--- config.mk ---
export PLATFORM = sky130hd
export DESIGN_NAME = spq_cell
export DESIGN_NICKNAME = d
export VERILOG_FILES = /design/src/design/spq_pkg.sv /design/src/design/spq_cell.sv
export SDC_FILE = /design/constraint.sdc
export NUM_CORES = 1
export LEC_CHECK = 0
export ABC_AREA = 1
export BUFFER_PORTS_ARGS = -buffer_cell sky130_fd_sc_hd__buf_2
export CAP_MARGIN = 20
export CORE_MARGIN = 1.5
export CORE_UTILIZATION = 45
export DETAILED_ROUTE_END_ITERATION = 6
export PLACE_DENSITY = 0.82
export SLEW_MARGIN = 40
export SYNTH_ARGS = -nofsm -noshare
export SYNTH_HDL_FRONTEND = slang
export SYNTH_SLANG_ARGS = --single-unit
export TNS_END_PERCENT = 1
--- constraint.sdc ---
create_clock -name clk_i -period 5.6 [get_ports clk_i]
set_input_delay 0.28 -clock clk_i [delete_from_list [all_inputs] [get_ports clk_i]]
set_output_delay 0.28 -clock clk_i [all_outputs]
set_load 0.005 [all_outputs]
--- src/design/spq_pkg.sv ---
// ----------------------------------------------------------------------------
// spq_pkg: sorted priority queue shared types and constants
// Entry, item and result layouts, error codes and control struct for the cells.
// ----------------------------------------------------------------------------
package spq_pkg;

  localparam int QUEUE_DEPTH = 64;
  localparam int KEY_WIDTH   = 24;
  localparam int COORD_WIDTH = 10;
  localparam int CNT_W       = $clog2(QUEUE_DEPTH + 1);

  localparam logic MODE_INSERT = 1'b0;
  localparam logic MODE_REMOVE = 1'b1;

  typedef enum logic [1:0] {
    ERR_OK        = 2'd0,
    ERR_UNDERFLOW = 2'd1,
    ERR_OVERFLOW  = 2'd2
  } spq_err_e;

  typedef struct packed {
    logic [KEY_WIDTH-1:0]   key;
    logic [COORD_WIDTH-1:0] x;
    logic [COORD_WIDTH-1:0] y;
  } spq_entry_t;

  typedef struct packed {
    logic                   mode;
    logic [KEY_WIDTH-1:0]   entry_key;
    logic [COORD_WIDTH-1:0] entry_x;
    logic [COORD_WIDTH-1:0] entry_y;
  } spq_in_t;

  typedef struct packed {
    logic                   removed_valid;
    logic [KEY_WIDTH-1:0]   removed_key;
    logic [COORD_WIDTH-1:0] removed_x;
    logic [COORD_WIDTH-1:0] removed_y;
    logic [CNT_W-1:0]       entry_count;
    logic                   queue_empty;
    spq_err_e               error_code;
  } spq_out_t;

  typedef struct packed {
    logic       ins;
    logic       rem;
    spq_entry_t new_entry;
  } spq_cell_ctrl_t;

endpackage

--- src/design/spq_cell.sv ---
// ----------------------------------------------------------------------------
// spq_cell: one slot of the sorted chain
// Holds one entry; on insert, if free or not below the new key, takes the new
// entry or its lower neighbor's; on remove takes its upper neighbor's.
// ----------------------------------------------------------------------------
module spq_cell (
  input  logic                   clk_i,
  input  spq_pkg::spq_cell_ctrl_t ctrl_i,
  input  logic                   occupied_i,
  input  logic                   left_ge_i,
  input  spq_pkg::spq_entry_t    left_entry_i,
  input  spq_pkg::spq_entry_t    right_entry_i,
  output logic                   ge_o,
  output spq_pkg::spq_entry_t    entry_o
);
  import spq_pkg::*;

  spq_entry_t entry_q, entry_d;

  // free slot or stored key not below the new key
  assign ge_o    = !occupied_i || (entry_q.key >= ctrl_i.new_entry.key);
  assign entry_o = entry_q;

  always_comb begin
    entry_d = entry_q;
    priority if (ctrl_i.ins && ge_o) begin
      entry_d = left_ge_i ? left_entry_i : ctrl_i.new_entry;
    end else if (ctrl_i.rem) begin
      entry_d = right_entry_i;
    end
  end

  always_ff @(posedge clk_i) begin
    entry_q <= entry_d;
  end

endmodule

==> results.py <==
metrics = {
    "clocking": {
        "cts_setup_buffers": 0,
        "clock-sinks": 44,
        "htree_levels": 2,
        "numCtsBuffers": 5,
        "clk_path_buf_depth": 2,
        "worstSkewPairLatency_ns": 0.29,
        "cts_resized": 0,
        "root_buffer": "clkbuf_8",
        "tritoncts": "built",
        "holdBufCountCts": 0,
        "cts.reportedPaths.clkPinSlew_ns": 0.09,
    },
    "final_layout": {
        "drive_above_1_share": 0.391,
        "antennaDiodeCount": 0,
        "syn_to_final_growth_pct": 31.3,
        "instances_no_fill": 627,
        "nets": 707,
        "largest_register_ff_count": 44,
    },
    "worst_setup_path": {
        "cp_data_required_time_ns": 5.53,
        "crit_fanout": 46,
        "worst-setup-path-type": "flip-flop to flip-flop",
        "cp-end-kind": "flip-flop",
        "crit_arrival_ns": 3.02,
        "cp-start-kind": "flip-flop",
    },
    "routing": {
        "routed_wl_mm": 8.39,
        "drc": 0,
        "wl_per_cell_um": 13.4,
        "drt_pass1_iterations": 4,
        "ant_nets": 0,
        "vias_per_cell": 5.02,
        "vias": 3146,
        "drtIter0Drc": 117,
    },
    "power_and_ir_drop": {
        "p_per_area_nw_per_um2": 223,
        "switchingPower_mw": 0.285,
        "power.total_mw": 0.917,
        "p_clk_frac": 0.214,
        "power.leakage_nw": 2.25,
        "swShare": 0.310,
        "seq_power_share": 0.477,
        "p_int_mw": 0.633,
        "combPwrFrac": 0.309,
        "ir_worst_vdd_mv": 0.128,
    },
    "timing": {
        "grt_setup_unrepaired": "no",
        "setup_viol": 0,
        "period_needed_ns": 3.10,
        "clock.fmax_mhz": 323,
        "holdWs_ns": 0.244,
        "fin_crit_sh": 0.553,
        "finalSetupTns_ns": 0,
        "slew_headroom": 0.571,
        "fin_skew_ns": 0.00815,
        "tightest_slew_ns": 0.644,
        "finalHoldViolCount": 0,
        "drv_slew": 0,
    },
    "die": {
        "die_w_um": 86.4,
        "start_util": 0.463,
        "core_um2": 6760,
        "io-pin-count": 182,
        "die_area_um2": 7460,
        "die_h_um": 86.4,
        "fp-row-count": 30,
    },
    "global_routing": {
        "grt_max_degree": 68,
        "grt_pass1_wl_mm": 12.5,
        "grt_pass1_vias": 2916,
        "antenna_found_initial": 0,
        "grtUsageTotal": 0.213,
        "gr-total-overflow": 0,
    },
    "logic_synthesis": {
        "yosys_warnings": 0,
        "synth_top_area_share": 0.423,
        "ys_seq_area_frac": 0.423,
        "syn_area_um2": 3130,
        "ys_types": 20,
        "synth_top_cell_by_area": "edfxtp_1",
        "synth_seq_cells": 44,
        "syn-num-nets": 539,
        "syn_inst": 378,
        "syn_area_per_cell_um2": 8.27,
        "netlist_top_cells_area": "edfxtp_1 42%, nand2_1 17%, ha_1 9.6%, mux2_2 7.6%, nand3_1 7.2%",
    },
    "place": {
        "hpwlAfterDp_mm": 6.23,
        "port-buffer-count": 181,
        "routabilityCongestion": 0.886,
        "dp.cells": 619,
    },
    "job": {
        "maxCapViolCount": 0,
    },
    "worst_hold_path": {
        "hp-class": "primary input to flip-flop",
    },
    "run_status": {
        "status": "finished, final reports clean",
    },
}
-- critical path, stage by stage, from the launching register on --
cell and delay, ns:
edfxtp_1 0.40, ha_1 0.31, nand2_1 0.08, nor2_1 0.15, nand4_1 0.12, nor2_1 0.10
nand2_1 0.09, nand2_4 0.41, nand2_4 0.43, nand2_4 0.61
-- per-layer routing --
layer / vias to the layer above / part of all wire / GRT usage
li1: 1590 / - / -
met1: 1422 / 0.38 / 0.231
met2: 128 / 0.53 / 0.407
met3: 6 / 0.081 / 0.0571
met4: 0 / 0.0066 / 0.0543
met5: - / 0 / 0
-- final timing paths --
path	cells past startpoint	start	end	slack (ns)
hold / removal	3	right_entry_i[5]	entry_o[5]	0.24
hold reg to reg	9	entry_o[39]	entry_o[32]	1.43
setup reg to reg	9	entry_o[35]	entry_o[32]	2.50
setup / recovery	9	entry_o[35]	entry_o[32]	2.50
-- layout by cell type (no fill, tap or decap) --
master,netlist,layout
inv_1,33,33
o21ai_0,23,23
edfxtp_1,44,44
mux2_2,21,21
nor2_1,10,10
nand3_1,45,45
clkinvlp_4,0,2
o21bai_1,1,1
buf_2,4,179
a21oi_1,7,7
ha_1,24,24
a21o_1,1,1
a21oi_2,1,1
clkbuf_8,0,5
nand2_1,143,142
buf_4,5,2
clkinv_1,0,1
nor2_2,1,1
nand2_4,2,3
nand3b_1,1,1
nand4_1,1,1
-- cell usage after synthesis --
| cell | count |
|---|---|
| nand3b_1 | 1 |
| buf_6 | 4 |
| a21oi_1 | 7 |
| nor2_2 | 1 |
| clkbuf_1 | 7 |
| a21oi_2 | 1 |
| buf_4 | 5 |
| nor2_1 | 10 |
| o21bai_1 | 1 |
| inv_1 | 33 |
| nand4_1 | 1 |
| a21o_1 | 1 |
| ha_1 | 24 |
| nand3_1 | 45 |
| edfxtp_1 | 44 |
| o21ai_0 | 23 |
| nand2_1 | 143 |
| nand2_4 | 2 |
| mux2_2 | 21 |
| buf_2 | 4 |
-- power groups by stage --
stage | logic (mW) | registers (mW) | clock network [mW]
after floorplan | 0.161 | 0.450 | 0
after global placement | 0.275 | 0.442 | 0
after detailed placement | 0.285 | 0.445 | 0
after CTS | 0.287 | 0.438 | 0.202
after global routing | 0.321 | 0.442 | 0.214
final | 0.284 | 0.438 | 0.196
-- through the flow --
step | area [µm²] | utilization | setup WS [ns]
CTS | 4100 | 0.607 | 2.45
detailed placement | 4010 | 0.594 | 2.46
finish | 4100 | 0.607 | 2.50
global route | 4100 | 0.607 | 2.29
floorplan | 3130 | - | 2.75
global placement | 4010 | 0.593 | 2.25
-- final cells by class --
type / instances / area [µm²]
Fill cell: 625 / 2650
Sequential cell: 44 / 1320
Clock inverter: 3 / 18.8
Tap cell: 80 / 100
Inverter: 33 / 124
Multi-Input combinational cell: 281 / 1560
Timing Repair Buffer: 181 / 911
Clock buffer: 5 / 68.8
-- cell families after synthesis --
kind of cell	Yosys count	synth area share
AO/OA/AOI/OAI	33	0.0556
adder cells (fa/ha/maj)	24	0.0960
buffers and inverters	53	0.0808
flip-flops	44	0.423
multiplexers	21	0.0756
AND/OR/NAND/NOR	203	0.269
Power figures use the tool's default switching activity.
